**config.mk**
```make
export PLATFORM = sky130hd
export DESIGN_NAME = fixed_pattern_byte_patcher_flat
export DESIGN_NICKNAME = d
export VERILOG_FILES = /design/src/sv/fpbp_pkg.sv /design/src/sv/fpbp_if.sv /design/src/sv/fpbp_cell.sv /design/src/sv/fpbp_matcher.sv /design/src/sv/fixed_pattern_byte_patcher.sv /design/src/flat_wrapper.sv
export SDC_FILE = /design/constraint.sdc
export NUM_CORES = 1
export LEC_CHECK = 0
export BUFFER_PORTS_ARGS = -buffer_cell sky130_fd_sc_hd__clkbuf_2
export CAP_MARGIN = 20
export CORE_ASPECT_RATIO = 1.2
export CORE_UTILIZATION = 40
export DETAILED_ROUTE_END_ITERATION = 8
export PLACE_DENSITY = 0.59
export SYNTH_ARGS = -nofsm -noshare
export SYNTH_HDL_FRONTEND = slang
export SYNTH_SLANG_ARGS = --single-unit
```
**constraint.sdc**
```tcl
create_clock -name clk_i -period 7.58 [get_ports clk_i]
set_input_delay 0.379 -clock clk_i [delete_from_list [all_inputs] [get_ports clk_i]]
set_output_delay 0.379 -clock clk_i [all_outputs]
set_load 0.02 [all_outputs]
```
**src/sv/fpbp_pkg.sv**
```systemverilog
// ----------------------------------------------------------------------------
// fpbp_pkg
// Shared types and constants for the fixed pattern byte patcher.
// ----------------------------------------------------------------------------
package fpbp_pkg;

  localparam int WinLen    = 6;
  localparam int CountBits = 16;
  localparam int FillBits  = 3;
  localparam int SuppBits  = 3;
  localparam int OutCntBits = 16;

  typedef logic [7:0]                byte_t;
  typedef logic [WinLen-1:0][7:0]    window_t;
  typedef logic [FillBits-1:0]       fill_t;
  typedef logic [CountBits-1:0]      count_t;
  typedef logic [OutCntBits-1:0]     out_count_t;

  // configuration register indexes
  typedef logic [1:0] cfg_idx_t;
  localparam cfg_idx_t CfgHashEn     = 2'd0;
  localparam cfg_idx_t CfgIdentifyEn = 2'd1;
  localparam cfg_idx_t CfgPermsEn    = 2'd2;

  // byte 0 of each sequence sits at index 0
  localparam logic [3:0][7:0] HashSeqA  = {8'h0B, 8'h4B, 8'h07, 8'h20};
  localparam logic [3:0][7:0] HashSeqB  = {8'hA2, 8'h23, 8'h07, 8'h20};
  localparam logic [3:0][7:0] IdentSeq  = {8'h23, 8'hD1, 8'h03, 8'h28};
  localparam logic [5:0][7:0] PermsSeq  = {8'h66, 8'h25, 8'h01, 8'hD0, 8'h8B, 8'h42};
  localparam byte_t           PermsNew  = 8'hE0;

  localparam logic [SuppBits-1:0] SuppShort = 3'd3;
  localparam logic [SuppBits-1:0] SuppLong  = 3'd5;

  typedef struct packed {
    logic clear;
    logic set_e0;
  } patch_t;

  typedef struct packed {
    logic hash;
    logic identify;
    logic perms;
  } enables_t;

  function automatic count_t sat_inc(count_t c);
    return (c == '1) ? c : c + count_t'(1);
  endfunction

  function automatic out_count_t clamp_out(count_t c);
    logic [32:0] wide;
    wide = 33'(c);
    return (wide > 33'h0FFFF) ? '1 : wide[OutCntBits-1:0];
  endfunction

endpackage

```
**src/sv/fpbp_if.sv**
```systemverilog
// ----------------------------------------------------------------------------
// fpbp_in_if / fpbp_out_if
// Valid/ready channels for input bytes and patched result bytes.
// ----------------------------------------------------------------------------
interface fpbp_in_if;
  logic       valid;
  logic       ready;
  logic [7:0] data_byte;
  logic       last_byte;

  modport source (output valid, output data_byte, output last_byte, input ready);
  modport sink   (input valid, input data_byte, input last_byte, output ready);
endinterface

interface fpbp_out_if;
  logic        valid;
  logic        ready;
  logic [7:0]  out_byte;
  logic        out_last;
  logic [15:0] hash_matches;
  logic [15:0] identify_matches;
  logic [15:0] perms_matches;

  modport source (output valid, output out_byte, output out_last, output hash_matches,
                  output identify_matches, output perms_matches, input ready);
  modport sink   (input valid, input out_byte, input out_last, input hash_matches,
                  input identify_matches, input perms_matches, output ready);
endinterface

```
**src/sv/fpbp_cell.sv**
```systemverilog
// ----------------------------------------------------------------------------
// fpbp_cell
// One window slot: holds a byte, applies its patch and hands it to its
// neighbor toward the head on a shift.
// ----------------------------------------------------------------------------
module fpbp_cell (
  input  logic           clk_i,
  input  fpbp_pkg::byte_t  in_byte_i,
  input  logic           sel_in_i,
  input  logic           shift_i,
  input  fpbp_pkg::byte_t  nb_fwd_i,
  input  fpbp_pkg::patch_t patch_i,
  output fpbp_pkg::byte_t  view_o,
  output fpbp_pkg::byte_t  fwd_o
);
  import fpbp_pkg::*;

  byte_t byte_q, byte_d;

  // the incoming byte is visible in its slot in the same cycle
  assign view_o = sel_in_i ? in_byte_i : byte_q;

  always_comb begin
    fwd_o = view_o;
    if (patch_i.clear) begin
      fwd_o = '0;
    end else if (patch_i.set_e0) begin
      fwd_o = PermsNew;
    end
  end

  always_comb begin
    byte_d = byte_q;
    if (shift_i) begin
      byte_d = nb_fwd_i;
    end else if (sel_in_i) begin
      byte_d = in_byte_i;
    end
  end

  always_ff @(posedge clk_i) begin
    byte_q <= byte_d;
  end

endmodule

```
**src/sv/fpbp_matcher.sv**
```systemverilog
// ----------------------------------------------------------------------------
// fpbp_matcher
// Head test: compares the window with the three sequences, issues patches,
// keeps the suppress counter and the saturating match counts.
// ----------------------------------------------------------------------------
module fpbp_matcher (
  input  logic                 clk_i,
  input  logic                 rst_ni,
  input  fpbp_pkg::window_t    view_i,
  input  fpbp_pkg::fill_t      avail_i,
  input  logic                 test_i,
  input  logic                 done_i,
  input  fpbp_pkg::enables_t   en_i,
  output fpbp_pkg::patch_t     patch_o [fpbp_pkg::WinLen],
  output fpbp_pkg::count_t     hash_cnt_o,
  output fpbp_pkg::count_t     ident_cnt_o,
  output fpbp_pkg::count_t     perms_cnt_o
);
  import fpbp_pkg::*;

  logic [SuppBits-1:0] supp_q, supp_d;
  count_t hash_q, hash_d, ident_q, ident_d, perms_q, perms_d;
  logic   hash_hit, ident_hit, perms_hit;

  assign hash_hit  = en_i.hash && (avail_i >= fill_t'(4)) &&
                     ((view_i[3:0] == HashSeqA) || (view_i[3:0] == HashSeqB));
  assign ident_hit = en_i.identify && (avail_i >= fill_t'(4)) && (view_i[3:0] == IdentSeq);
  assign perms_hit = en_i.perms && (avail_i >= fill_t'(6)) && (view_i == PermsSeq);

  always_comb begin
    for (int i = 0; i < WinLen; i++) begin
      patch_o[i] = '0;
    end
    supp_d  = supp_q;
    hash_d  = hash_q;
    ident_d = ident_q;
    perms_d = perms_q;
    if (test_i) begin
      if (supp_q != '0) begin
        supp_d = supp_q - 1'b1;
      end else if (hash_hit) begin
        patch_o[1].clear = 1'b1;
        hash_d = sat_inc(hash_q);
        supp_d = SuppShort;
      end else if (ident_hit) begin
        patch_o[2].clear = 1'b1;
        patch_o[3].clear = 1'b1;
        ident_d = sat_inc(ident_q);
        supp_d = SuppShort;
      end else if (perms_hit) begin
        patch_o[2].set_e0 = 1'b1;
        perms_d = sat_inc(perms_q);
        supp_d = SuppLong;
      end
    end
    // end of buffer: counts and suppression start over
    if (done_i) begin
      supp_d  = '0;
      hash_d  = '0;
      ident_d = '0;
      perms_d = '0;
    end
  end

  always_ff @(posedge clk_i or negedge rst_ni) begin
    if (!rst_ni) begin
      supp_q  <= '0;
      hash_q  <= '0;
      ident_q <= '0;
      perms_q <= '0;
    end else begin
      supp_q  <= supp_d;
      hash_q  <= hash_d;
      ident_q <= ident_d;
      perms_q <= perms_d;
    end
  end

  assign hash_cnt_o  = hash_q;
  assign ident_cnt_o = ident_q;
  assign perms_cnt_o = perms_q;

endmodule

```
**src/sv/fixed_pattern_byte_patcher.sv**
```systemverilog
// ----------------------------------------------------------------------------
// fixed_pattern_byte_patcher
// Streaming byte patcher with a six-byte window built from a row of cells.
// ----------------------------------------------------------------------------
// Bytes stream in at one per cycle unless the output stalls or a flush runs,
// and leave five positions later through a single output register; the head
// is tested against the enabled sequences, unless suppressed, in the cycle
// it leaves. A byte marked last starts a flush: input ready drops while the
// window drains one byte per cycle as the output accepts them. Match counts
// appear only on the final output byte and restart at zero for the next
// buffer. Enables must be written while idle; the block does not check it.
module fixed_pattern_byte_patcher (
  input  logic                 clk_i,
  input  logic                 rst_ni,
  fpbp_in_if.sink              in_chan_i,
  fpbp_out_if.source           out_chan_o,
  input  logic                 cfg_we_i,
  input  fpbp_pkg::cfg_idx_t   cfg_idx_i,
  input  logic                 cfg_data_i
);
  import fpbp_pkg::*;

  enables_t en_q, en_d;
  fill_t    fill_q, fill_d;
  logic     flush_q, flush_d;

  logic       out_valid_q, out_valid_d;
  byte_t      out_byte_q, out_byte_d;
  logic       out_last_q, out_last_d;
  out_count_t hash_out_q, hash_out_d, ident_out_q, ident_out_d, perms_out_q, perms_out_d;

  logic    can_emit, in_ready, acc, norm_emit, flush_emit, emit, fin;
  fill_t   avail;
  window_t view;
  byte_t   fwd [WinLen];
  patch_t  patch [WinLen];
  count_t  hash_cnt, ident_cnt, perms_cnt;

  assign can_emit   = !out_valid_q || out_chan_o.ready;
  assign in_ready   = !flush_q && ((fill_q < fill_t'(WinLen - 1)) || can_emit);
  assign acc        = in_chan_i.valid && in_ready;
  assign norm_emit  = acc && !in_chan_i.last_byte && (fill_q == fill_t'(WinLen - 1));
  assign flush_emit = flush_q && can_emit;
  assign emit       = norm_emit || flush_emit;
  assign fin        = flush_emit && (fill_q == fill_t'(1));
  assign avail      = flush_q ? fill_q : fill_t'(WinLen);

  assign in_chan_i.ready = in_ready;

  for (genvar i = 0; i < WinLen; i++) begin : g_cell
    byte_t nb;
    if (i == WinLen - 1) begin : g_tail
      assign nb = '0;
    end else begin : g_mid
      assign nb = fwd[i+1];
    end
    fpbp_cell u_cell (
      .clk_i     (clk_i),
      .in_byte_i (in_chan_i.data_byte),
      .sel_in_i  (acc && (fill_q == fill_t'(i))),
      .shift_i   (emit),
      .nb_fwd_i  (nb),
      .patch_i   (patch[i]),
      .view_o    (view[i]),
      .fwd_o     (fwd[i])
    );
  end

  fpbp_matcher u_matcher (
    .clk_i       (clk_i),
    .rst_ni      (rst_ni),
    .view_i      (view),
    .avail_i     (avail),
    .test_i      (emit),
    .done_i      (fin),
    .en_i        (en_q),
    .patch_o     (patch),
    .hash_cnt_o  (hash_cnt),
    .ident_cnt_o (ident_cnt),
    .perms_cnt_o (perms_cnt)
  );

  always_comb begin
    en_d = en_q;
    if (cfg_we_i) begin
      unique case (cfg_idx_i)
        CfgHashEn:     en_d.hash     = cfg_data_i;
        CfgIdentifyEn: en_d.identify = cfg_data_i;
        CfgPermsEn:    en_d.perms    = cfg_data_i;
        default:       en_d = en_q;
      endcase
    end
  end

  always_comb begin
    fill_d  = fill_q;
    flush_d = flush_q;
    if (acc && !norm_emit) begin
      fill_d = fill_q + fill_t'(1);
    end else if (flush_emit) begin
      fill_d = fill_q - fill_t'(1);
    end
    if (acc && in_chan_i.last_byte) begin
      flush_d = 1'b1;
    end else if (fin) begin
      flush_d = 1'b0;
    end
  end

  // output register, counts shown only with the final byte
  always_comb begin
    out_valid_d = out_valid_q;
    out_byte_d  = out_byte_q;
    out_last_d  = out_last_q;
    hash_out_d  = hash_out_q;
    ident_out_d = ident_out_q;
    perms_out_d = perms_out_q;
    if (emit) begin
      out_valid_d = 1'b1;
      out_byte_d  = view[0];
      out_last_d  = fin;
      hash_out_d  = fin ? clamp_out(hash_cnt)  : '0;
      ident_out_d = fin ? clamp_out(ident_cnt) : '0;
      perms_out_d = fin ? clamp_out(perms_cnt) : '0;
    end else if (out_chan_o.ready) begin
      out_valid_d = 1'b0;
    end
  end

  always_ff @(posedge clk_i or negedge rst_ni) begin
    if (!rst_ni) begin
      en_q        <= '0;
      fill_q      <= '0;
      flush_q     <= 1'b0;
      out_valid_q <= 1'b0;
    end else begin
      en_q        <= en_d;
      fill_q      <= fill_d;
      flush_q     <= flush_d;
      out_valid_q <= out_valid_d;
    end
  end

  always_ff @(posedge clk_i) begin
    out_byte_q  <= out_byte_d;
    out_last_q  <= out_last_d;
    hash_out_q  <= hash_out_d;
    ident_out_q <= ident_out_d;
    perms_out_q <= perms_out_d;
  end

  assign out_chan_o.valid            = out_valid_q;
  assign out_chan_o.out_byte         = out_byte_q;
  assign out_chan_o.out_last         = out_last_q;
  assign out_chan_o.hash_matches     = hash_out_q;
  assign out_chan_o.identify_matches = ident_out_q;
  assign out_chan_o.perms_matches    = perms_out_q;

endmodule

```
**src/flat_wrapper.sv**
```systemverilog
// flat-port wrapper written by rule: the top's interface ports become plain ports
module fixed_pattern_byte_patcher_flat import fpbp_pkg::*;
  (clk_i, rst_ni, cfg_we_i, cfg_idx_i, cfg_data_i, in_chan_i_valid, in_chan_i_data_byte, in_chan_i_last_byte, in_chan_i_ready, out_chan_o_valid, out_chan_o_out_byte, out_chan_o_out_last, out_chan_o_hash_matches, out_chan_o_identify_matches, out_chan_o_perms_matches, out_chan_o_ready);
  fpbp_in_if in_chan_i_i ();
  fpbp_out_if out_chan_o_i ();
  input  logic clk_i;
  input  logic rst_ni;
  input  logic cfg_we_i;
  input  fpbp_pkg::cfg_idx_t cfg_idx_i;
  input  logic cfg_data_i;
  input wire logic [$bits(in_chan_i_i.valid)-1:0] in_chan_i_valid;
  input wire logic [$bits(in_chan_i_i.data_byte)-1:0] in_chan_i_data_byte;
  input wire logic [$bits(in_chan_i_i.last_byte)-1:0] in_chan_i_last_byte;
  output wire logic [$bits(in_chan_i_i.ready)-1:0] in_chan_i_ready;
  output wire logic [$bits(out_chan_o_i.valid)-1:0] out_chan_o_valid;
  output wire logic [$bits(out_chan_o_i.out_byte)-1:0] out_chan_o_out_byte;
  output wire logic [$bits(out_chan_o_i.out_last)-1:0] out_chan_o_out_last;
  output wire logic [$bits(out_chan_o_i.hash_matches)-1:0] out_chan_o_hash_matches;
  output wire logic [$bits(out_chan_o_i.identify_matches)-1:0] out_chan_o_identify_matches;
  output wire logic [$bits(out_chan_o_i.perms_matches)-1:0] out_chan_o_perms_matches;
  input wire logic [$bits(out_chan_o_i.ready)-1:0] out_chan_o_ready;
  assign in_chan_i_i.valid = in_chan_i_valid;
  assign in_chan_i_i.data_byte = in_chan_i_data_byte;
  assign in_chan_i_i.last_byte = in_chan_i_last_byte;
  assign in_chan_i_ready = in_chan_i_i.ready;
  assign out_chan_o_valid = out_chan_o_i.valid;
  assign out_chan_o_out_byte = out_chan_o_i.out_byte;
  assign out_chan_o_out_last = out_chan_o_i.out_last;
  assign out_chan_o_hash_matches = out_chan_o_i.hash_matches;
  assign out_chan_o_identify_matches = out_chan_o_i.identify_matches;
  assign out_chan_o_perms_matches = out_chan_o_i.perms_matches;
  assign out_chan_o_i.ready = out_chan_o_ready;
  fixed_pattern_byte_patcher u_core (.clk_i(clk_i), .rst_ni(rst_ni), .in_chan_i(in_chan_i_i), .out_chan_o(out_chan_o_i), .cfg_we_i(cfg_we_i), .cfg_idx_i(cfg_idx_i), .cfg_data_i(cfg_data_i));
endmodule
```
After elaboration in Yosys (flattened, before gate mapping)
Cells that the tools add are included.
{"block": "word_totals", "reg_bits": 164, "out_inout_bits": 59, "in_bits": 17}
{"block": "op_classes", "addsub": 6, "n_reduce_logical": 46, "magnitude_cmp": 3, "muxes": 55, "n_eq_ne": 20}
{"op": "2-to-1 mux 16 bit", "count": 18}
{"op": "2-to-1 mux 8 bit", "count": 15}
{"op": "adder 16 x 1 -> 16 bit (second input constant)", "count": 3}
{"op": "equality test 16 bit (second input constant)", "count": 3}
{"op": "equality test 48 x 47 -> 1 bit (second input constant)", "count": 1}
{"op": "2-to-1 mux 3 bit", "count": 12}
{"op": "equality test 32 x 28 -> 1 bit (second input constant)", "count": 1}
{"op": "equality test 32 x 30 -> 1 bit (second input constant)", "count": 1}
{"op": "equality test 32 bit (second input constant)", "count": 1}
{"op": "logical AND 1 bit", "count": 20}
{"op": "nonzero test 2 bit", "count": 7}
{"op": "!= test 2 x 1 -> 1 bit (second input constant)", "count": 6}
{"op": "2-to-1 mux 1 bit", "count": 10}
{"op": "AND reduction 2 bit", "count": 4}
{"op": "equality test 3 x 2 -> 1 bit (second input constant)", "count": 2}
{"op": "equality test 3 bit (second input constant)", "count": 2}
{"op": "greater-or-equal comparator 3 bit (second input constant)", "count": 2}
{"op": "AND reduction 6 bit", "count": 1}
{"op": "subtractor 3 x 1 -> 3 bit (second input constant)", "count": 2}
{"op": "AND reduction 5 bit", "count": 1}
{"op": "nonzero test 5 bit", "count": 1}
{"op": "zero test 1 bit", "count": 4}
{"op": "logical OR 1 bit", "count": 4}
{"op": "AND reduction 4 bit", "count": 1}
{"op": "8 further kinds", "count": 8}

Longest topological paths before layout
Gate-level depths: netlist (run 1).
{"block": "depth", "word_depth": 17, "mapped_depth": 13, "depth_no_buf": 10}

Modules after synthesis
Synthesis (run 1) repeated with hierarchy kept, for this count alone.
{"block": "unflattened", "hier_cells": 749, "area_unflattened_um2": 8838.5}
{"module": "fpbp_matcher", "instances": 1, "area_each_um2": 3235.6, "cells_each": 359}
{"module": "fixed_pattern_byte_patcher", "instances": 1, "area_each_um2": 2862.7, "cells_each": 180}
{"module": "fpbp_cell", "instances": 6, "area_each_um2": 456.7, "cells_each": 35}

Worst setup path after synthesis (run 1)
Ideal clock, no wire load.
{"block": "synth_path", "path_kind": "register to register", "start": "register u_core.fill_q[1]", "end": "register u_core.hash_out_q[0] (netlist: u_core.out_chan_o.hash_matches[0]) (enable)", "slack_ns": 3.771, "path_stages_with_launch": 9, "path_buffers": 2, "arrival_time_ns": 3.366, "required_time_ns": 7.137, "cell_sequence": "dfrtp_1 -> inv_1 -> ha_1 -> and2_1 -> o2111a_1 -> nor2_1 -> inv_1 -> clkbuf_1 -> buf_1"}
{"block": "synth_via", "elab_chain_cells": 7, "word_cells_on_any_way": 8, "classes_between": "order compare (1); eq/ne (1); reduce/logical (6)"}
{"item": "start, declared", "line": "fixed_pattern_byte_patcher.sv:24", "rtl": "fill_t fill_q, fill_d;"}
{"item": "start signal, assigned", "line": "fixed_pattern_byte_patcher.sv:138", "rtl": "fill_q <= fill_d;"}
{"item": "< comparator 3 bit", "line": "fixed_pattern_byte_patcher.sv:40", "rtl": "assign in_ready = !flush_q && ((fill_q < fill_t'(WinLen - 1)) || can_emit);"}
{"item": "logical OR 1 bit", "line": "fixed_pattern_byte_patcher.sv:40"}
{"item": "logical AND 1 bit", "line": "fixed_pattern_byte_patcher.sv:40"}
{"item": "logical AND 1 bit", "line": "fixed_pattern_byte_patcher.sv:41", "rtl": "assign acc = in_chan_i.valid && in_ready;"}
{"item": "logical AND 1 bit", "line": "fixed_pattern_byte_patcher.sv:42", "rtl": "assign norm_emit = acc && !in_chan_i.last_byte && (fill_q == fill_t'(WinLen - 1));"}
{"item": "logical AND 1 bit (*)", "line": "fixed_pattern_byte_patcher.sv:42"}
{"item": "logical OR 1 bit (*)", "line": "fixed_pattern_byte_patcher.sv:44", "rtl": "assign emit = norm_emit || flush_emit;"}
{"item": "net u_core.emit", "line": "fixed_pattern_byte_patcher.sv:32", "rtl": "logic can_emit, in_ready, acc, norm_emit, flush_emit, emit, fin;"}
{"item": "end signal, assigned", "line": "fixed_pattern_byte_patcher.sv:147", "rtl": "hash_out_q <= hash_out_d;"}
{"item": "end, declared", "line": "fixed_pattern_byte_patcher.sv:30", "rtl": "out_count_t hash_out_q, hash_out_d, ident_out_q, ident_out_d, perms_out_q, perms_out_d;"}
Mark *: on every way through the listed nets, which the timed path passes. The rest lies on a longest branch.
A chain may end at the register's enable or synchronous reset.

Final worst setup path (run 1)
{"block": "layout_path", "start": "register u_core.fill_q[1]", "end": "register u_core.u_matcher.hash_q[4] (netlist: u_core.u_matcher.hash_cnt_o[4])"}
{"block": "layout_via", "elab_chain_cells": 11, "word_cells_on_any_way": 34, "classes_between": "order compare (2); eq/ne (8); mux (6); reduce/logical (18)"}
{"item": "< comparator 3 bit", "line": "fixed_pattern_byte_patcher.sv:40"}
{"item": "logical OR 1 bit", "line": "fixed_pattern_byte_patcher.sv:40"}
{"item": "logical AND 1 bit", "line": "fixed_pattern_byte_patcher.sv:40"}
{"item": "logical AND 1 bit", "line": "fixed_pattern_byte_patcher.sv:41"}
{"item": "logical AND 1 bit", "line": "fixed_pattern_byte_patcher.sv:60", "rtl": ".sel_in_i (acc && (fill_q == fill_t'(i))),"}
{"item": "2-to-1 mux 8 bit, on equally long branches"}
{"item": "equality test 32 x 28 -> 1 bit or equality test 32 bit (tied branches)", "line": "fpbp_matcher.sv:26", "rtl": "((view_i[3:0] == HashSeqA) || (view_i[3:0] == HashSeqB));"}
{"item": "logical OR 1 bit", "line": "fpbp_matcher.sv:26"}
{"item": "logical AND 1 bit", "line": "fpbp_matcher.sv:25", "rtl": "assign hash_hit = en_i.hash && (avail_i >= fill_t'(4)) &&"}
{"item": "nonzero test 2 bit (no line)"}
{"item": "AND reduction 4 bit (no line)"}
{"item": "end signal, assigned", "line": "fpbp_matcher.sv:73", "rtl": "hash_q <= hash_d;"}
{"item": "end, declared", "line": "fpbp_matcher.sv:22", "rtl": "count_t hash_q, hash_d, ident_q, ident_d, perms_q, perms_d;"}
Parallel ways exist; a longest one is shown, timed or not.

==> run_results.csv, run 1 <==
group,metric,value,unit
status,outcome,"finished clean",
sta,maxSlewViolCount,0,
sta,setup_viol,0,
logic_synthesis,synthXorXnorAreaFrac,0.0244,
logic_synthesis,synth-seq-area-share,0.526,
clocking,numCtsBuffers,17,
sta,tightest_slew,0.877,ns
worst_setup_path,cpMaxStageDelayCell,"a2111o_1",
logic_synthesis,synthTopCellsByCount,"100 x nor2_1, 59 x dfrtp_1, 57 x edfxtp_1",
grt,grt_pass1_wl,29100,um
route,drt_iter0_drc,532,
pwr,ir_worst_vdd,0.000181,V
grt,grt_pass1_vias,5576,
clocking,clock_latency,0.43,ns
logic_synthesis,synth.yosys.warnings,0,
logic_synthesis,synthCells,773,
worst_setup_path,ff2ff_path_depth,9,
route,routedWlPerCell,16.2,um
grt,grt-ovfl-total,0,
run,cap_violations,0,
route,drc,0,
clocking,cts_resized,0,
sta,hold_slack,0.115,ns
clocking,cts_tree,"yes",
sta,period_share,0.555,
floorplan,rows,55,
grt,grtUsageTotal,0.187,
logic_synthesis,synth_top_family_by_area,"simple AND/OR/NAND/NOR gates",
logic_synthesis,synth-simple-area-share,0.233,
sta,rsz0062_at_grt,"no",
pwr,powerDensity,356,mW/mm2
worst_setup_path,worst_setup_path_end_kind,"flip-flop",
worst_setup_path,path_buf_inv,1,
clocking,hold_buffers,0,
worst_setup_path,path_cells,"inv_1, ha_1, nor4bb_4, mux2i_1, o21ai_0, or4_1, a2111o_1, or3_1, a21oi_1",
logic_synthesis,synth.distinct_cells,60,
placed_design,globalplace.congestion,0.831,
logic_synthesis,avgSynthCellArea,10.2,um2
logic_synthesis,synthMuxAreaShare,0.0633,
worst_setup_path,r2r_slack,3.37,ns
worst_setup_path,required,7.93,ns
worst_setup_path,cp.arrival,4.56,ns
clocking,cts-root-buf,"clkbuf_16",
placed_design,dp_hpwl,12200,um
final_layout,drive_gt1_frac,0.169,
route,drt-pass1-iter-count,5,
placed_design,dp_cells,1063,
logic_synthesis,synth_area,0.00789,mm2
placed_design,dpl_cell_area,0.00842,mm2
logic_synthesis,synthesis.nets,801,
final_layout,finalNonFillerCells,1095,
worst_setup_path,startpoint_type,"flip-flop",
logic_synthesis,yosys_register_bits,164,
sta,layout_min_cycle_time,4.21,ns
logic_synthesis,synth_fa_ha_area_frac,0.0174,
logic_synthesis,synthArstFlopShare,0.360,
grt,antenna_found_initial,0,
route,num_vias,5931,
logic_synthesis,synth_most_common_cell,"nor2_1",
clocking,path_clk_slew,0.06,ns
logic_synthesis,synthTopCellsByArea,"edfxtp_1 22%, dfrtp_1 19%, dfxtp_1 12%",
worst_setup_path,cpPeakStageDelay,0.78,ns
logic_synthesis,synth_top_area_frac,0.217,
route,routed_wl,17800,um
final_layout,fillerInstances,1802,
grt,grt_max_degree,60,
route,viasPerCell,5.42,
final_layout,design_area,0.00898,mm2
floorplan,fp.dieH,156,um
sta,skew,0.00964,ns
pwr,leakage,3.73,nW
floorplan,fp.dieArea,0.0203,mm2
logic_synthesis,synth_flop_cell,"dfrtp_1",
logic_synthesis,synth_compound_area_frac,0.0996,
clocking,postCtsSetupBuffers,0,
floorplan,start_util,0.414,
clocking,clock_path_buffers,2,
sta,tns,0,ns
route,ant_nets,0,
logic_synthesis,synth_area_leader_cell,"edfxtp_1",
sta,hold_viol,0,
worst_setup_path,path_class,"reg -> reg",
final_layout,area_growth,13.8,%
clocking,cts.sinks,164,
floorplan,io_pins,76,
worst_setup_path,cp_top_family,"simple AND/OR/NAND/NOR gates",
logic_synthesis,synth_edf_count,57,
floorplan,die_x,130,um
worst_setup_path,reg2reg_to,"u_core.u_matcher.hash_cnt_o[4]",
pwr,finalPower,3.19,mW
worst_hold_path,hold_class,"in -> async",
floorplan,coreArea,0.0191,mm2
clocking,htree_levels,4,
final_layout,diodes,0,
sta,slew-limit-headroom,0.413,
sta,fmax,238,MHz
worst_setup_path,r2r_start,"u_core.fill_q[1]",
worst_setup_path,cp_max_fo,30,
final_layout,final_nets,854,
placed_design,io_buffers,75,
-- cell type report --
| type | count | area (um2) | share of cell area |
|---|---|---|---|
| clock buffer | 18 | 439 | 0.0489 |
| tap | 256 | 320 | 0.0357 |
| sequential | 164 | 4150 | 0.462 |
| inverter | 16 | 61.3 | 0.00683 |
| timing repair buffer | 82 | 428 | 0.0477 |
| multi-input combinational | 545 | 3460 | 0.385 |
| clock inverter | 14 | 125 | 0.0139 |
-- flip-flops by register name (all words and copies together) (netlist names), 3 cells and up --
name	flops
u_core.g_cell.u_cell.byte_q	48
u_core.out_chan_o.hash_matches	16
u_core.out_chan_o.identify_matches	16
u_core.out_chan_o.perms_matches	16
u_core.u_matcher.hash_cnt_o	16
u_core.u_matcher.ident_cnt_o	16
u_core.u_matcher.perms_cnt_o	16
u_core.out_chan_o.out_byte	8
u_core.en_q	3
u_core.fill_q	3
u_core.u_matcher.supp_q	3
-- where the power goes --
| group | leakage (nW) | switching [mW] | internal, mW |
|---|---|---|---|
| logic | 1.67 | 0.667 | 0.337 |
| registers | 1.78 | 0.146 | 1.21 |
| clock network | 0.277 | 0.365 | 0.464 |
| total | 3.73 | 1.18 | 2.02 |
-- stage by stage --
step                      setup slack (ns)  utilization
after CTS                             3.32        0.471
after global routing                  2.99        0.471
after global placement                3.42        0.441
after detailed placement              3.35        0.441
final                                 3.37        0.471
after floorplan                       3.77            -
-- layout by cell type, fill, tap and decap left out, types with 33 or more instances in the layout --
master and count:
dfxtp_1 48, a21oi_1 43, nand2_1 37, dfrtp_1 59, nor2_1 100, clkbuf_2 75, and2_1 53, o21ai_0 35
mux2i_1 33, edfxtp_1 57
-- cells by family after synthesis --
family          Yosys count
simple gates            330
flops                   164
compound gates          134
buf+inv                  64
mux                      48
xor+xnor                 22
fa+ha+maj                11
-- metal layers --
layer  GRT usage  wire length (um)  vias up
met5           0                 0        -
met4      0.0775               362        0
met3      0.0364               720       27
met2       0.306              8560      153
met1       0.240              8130     2844
li1            -                 -     2907
-- how the worst max path moves through the flow --
| stage | depth (start not counted) | from | slack (ns) | endpoint |
|---|---|---|---|---|
| floorplan | 8 | u_core.fill_q[1] | 3.77 | u_core.out_chan_o.hash_matches[0] |
| global placement | 9 | u_core.fill_q[1] | 3.42 | u_core.u_matcher.hash_cnt_o[12] |
| detailed placement | 9 | u_core.fill_q[1] | 3.35 | u_core.u_matcher.hash_cnt_o[6] |
| CTS | 9 | u_core.fill_q[1] | 3.32 | u_core.u_matcher.hash_cnt_o[6] |
| global route | 10 | u_core.fill_q[1] | 2.99 | u_core.u_matcher.ident_cnt_o[12] |
| finish | 9 | u_core.fill_q[1] | 3.37 | u_core.u_matcher.hash_cnt_o[4] |
(Power assumes the default switching activity.)
==> run 2: changes to the inputs <==
- PLACE_DENSITY: 0.59 -> 0.61
- clock period: 7.58 -> 3.5 ns (I/O delays scaled with it)
==> run 2 against run 1 <==
  * Non-clock buffer count grew 43
  * Sequential cell count is the same
  * Fmax grew 27%
  * Design area grew 5.3%
  * Via count grew 3.1%
  * Power grew 130%
  * Count of clock-buffer cells in the layout is the same
  * Sequential power grew 120%
  * Global-route usage grew 0.61 points
  * Clock power grew 140%
  * Wire length grew 4.4%
  * Register-to-register slack lost 3.2 ns
==> run_results.csv, run 2 (synthesized netlist as in run 1, its figures left out) <==
group,metric,value,unit
worst_setup_path,cp.arrival,3.68,ns
placed_design,globalplace.congestion,0.866,
floorplan,die_x,130,um
clocking,cts-root-buf,"clkbuf_16",
floorplan,coreArea,0.0191,mm2
route,num_vias,6112,
sta,maxSlewViolCount,0,
floorplan,rows,55,
sta,tightest_slew,0.601,ns
sta,setup_viol,0,
final_layout,design_area,0.00946,mm2
floorplan,start_util,0.414,
grt,grtUsageTotal,0.193,
pwr,ir_worst_vdd,0.000402,V
worst_setup_path,cpMaxStageDelayCell,"dfrtp_1",
grt,grt_pass1_wl,30200,um
worst_setup_path,path_buf_inv,0,
sta,slew-limit-headroom,0.594,
worst_setup_path,worst_setup_path_end_kind,"flip-flop",
final_layout,drive_gt1_frac,0.213,
final_layout,finalNonFillerCells,1139,
worst_setup_path,cp_max_fo,11,
clocking,cts.sinks,164,
clocking,cts_tree,"yes",
route,drt_iter0_drc,481,
sta,period_share,0.950,
clocking,path_clk_slew,0.07,ns
route,drt-pass1-iter-count,5,
final_layout,largest_register_ffs,48,
grt,grt-ovfl-total,0,
route,viasPerCell,5.37,
sta,tns,0,ns
worst_setup_path,r2r_start,"u_core.flush_q",
placed_design,dp_cells,1095,
worst_setup_path,cp_top_family,"simple AND/OR/NAND/NOR gates",
final_layout,area_growth,19.9,%
worst_setup_path,path_class,"reg -> reg",
pwr,finalPower,7.29,mW
clocking,htree_levels,4,
final_layout,layout_common_cells,"100 x nor2_1, 75 x clkbuf_2, 59 x dfrtp_1",
final_layout,fillerInstances,1784,
route,drc,0,
final_layout,top_register,"u_core.g_cell.u_cell.byte_q",
clocking,clock_latency,0.43,ns
sta,rsz0062_at_grt,"no",
worst_setup_path,cpPeakStageDelay,0.51,ns
worst_hold_path,hold_start,"cfg_data_i",
route,routed_wl,18500,um
placed_design,dp_hpwl,12900,um
worst_setup_path,startpoint_type,"flip-flop",
worst_setup_path,required,3.85,ns
sta,hold_viol,0,
final_layout,diodes,0,
final_layout,final_common_cell,"nor2_1",
sta,skew,0.0100,ns
status,outcome,"finished clean",
clocking,clock_path_buffers,2,
grt,grt_max_degree,53,
grt,antenna_found_initial,0,
worst_setup_path,path_cells,"and2b_1, o311a_1, mux2_2, or3_4, nor4_4, nand2_2, or4_1, a21oi_1",
route,routedWlPerCell,16.3,um
pwr,powerDensity,772,mW/mm2
clocking,numCtsBuffers,17,
final_layout,final_nets,898,
grt,grt_pass1_vias,5822,
placed_design,dpl_cell_area,0.00872,mm2
floorplan,fp.dieH,156,um
run,cap_violations,0,
pwr,leakage,4.00,nW
route,ant_nets,0,
worst_setup_path,crit_start,"u_core.flush_q",
sta,fmax,301,MHz
sta,layout_min_cycle_time,3.33,ns
placed_design,io_buffers,75,
sta,hold_slack,0.0181,ns
floorplan,io_pins,76,
worst_hold_path,hold_class,"in -> reg",
floorplan,fp.dieArea,0.0203,mm2
-- run 2: report_power, final --
part	switching [mW]	internal, mW
Combinational	1.50	0.882
Clock	0.821	1.14
Sequential	0.321	2.62
Total	2.65	4.65
-- run 2: area by class of cell --
class / count / area (um2) / share of cell area
clock inverter: 14 / 191 / 0.0202
clock buffer: 18 / 429 / 0.0454
tap: 256 / 320 / 0.0339
sequential: 164 / 4150 / 0.439
inverter: 16 / 61.3 / 0.00648
multi-input combinational: 546 / 3480 / 0.368
timing repair buffer: 125 / 828 / 0.0876
-- run 2: final timing paths --
| kind | slack, ns | depth (start not counted) | end |
|---|---|---|---|
| min | 0.02 | 2 | u_core.en_q[1] |
| min reg2reg | 0.50 | 1 | u_core.u_matcher.supp_q[0] |
| max in group asynchronous | 2.71 | 4 | u_core.fill_q[1] |
| max | 0.17 | 8 | u_core.u_matcher.perms_cnt_o[14] |
| max reg2reg | 0.17 | 8 | u_core.u_matcher.perms_cnt_o[14] |
| min in group asynchronous | 0.11 | 2 | u_core.u_matcher.perms_cnt_o[8] |
-- run 2: worst register-to-register path, cell delays in order, from the launching register on --
cell and delay, ns:
dfrtp_1 0.51, and2b_1 0.34, o311a_1 0.43, mux2_2 0.40
or3_4 0.42, nor4_4 0.44, nand2_2 0.14, or4_1 0.42
a21oi_1 0.16
-- run 2: through the flow --
step,util,worst slack (ns)
finish,0.496,0.175
global route,0.496,0.00333
CTS,0.490,0.0540
detailed placement,0.457,0.0711
global placement,0.457,0.141
floorplan,-,0.343
-- run 2: layer usage --
metal  track usage  vias up  part of all wire
li1              -     2996                 -
met1         0.254     2943              0.46
met2         0.312      147              0.48
met3        0.0360       26             0.038
met4        0.0753        0             0.017
met5             0        -                 0
-- run 2: repair_timing --
item                       in CTS  in global routing
buffers inserted                0                  9
hold buffers                    1                  0
setup endpoints to repair       0                 22
hold endpoints to repair       38                  0
gates resized for setup         0                  4
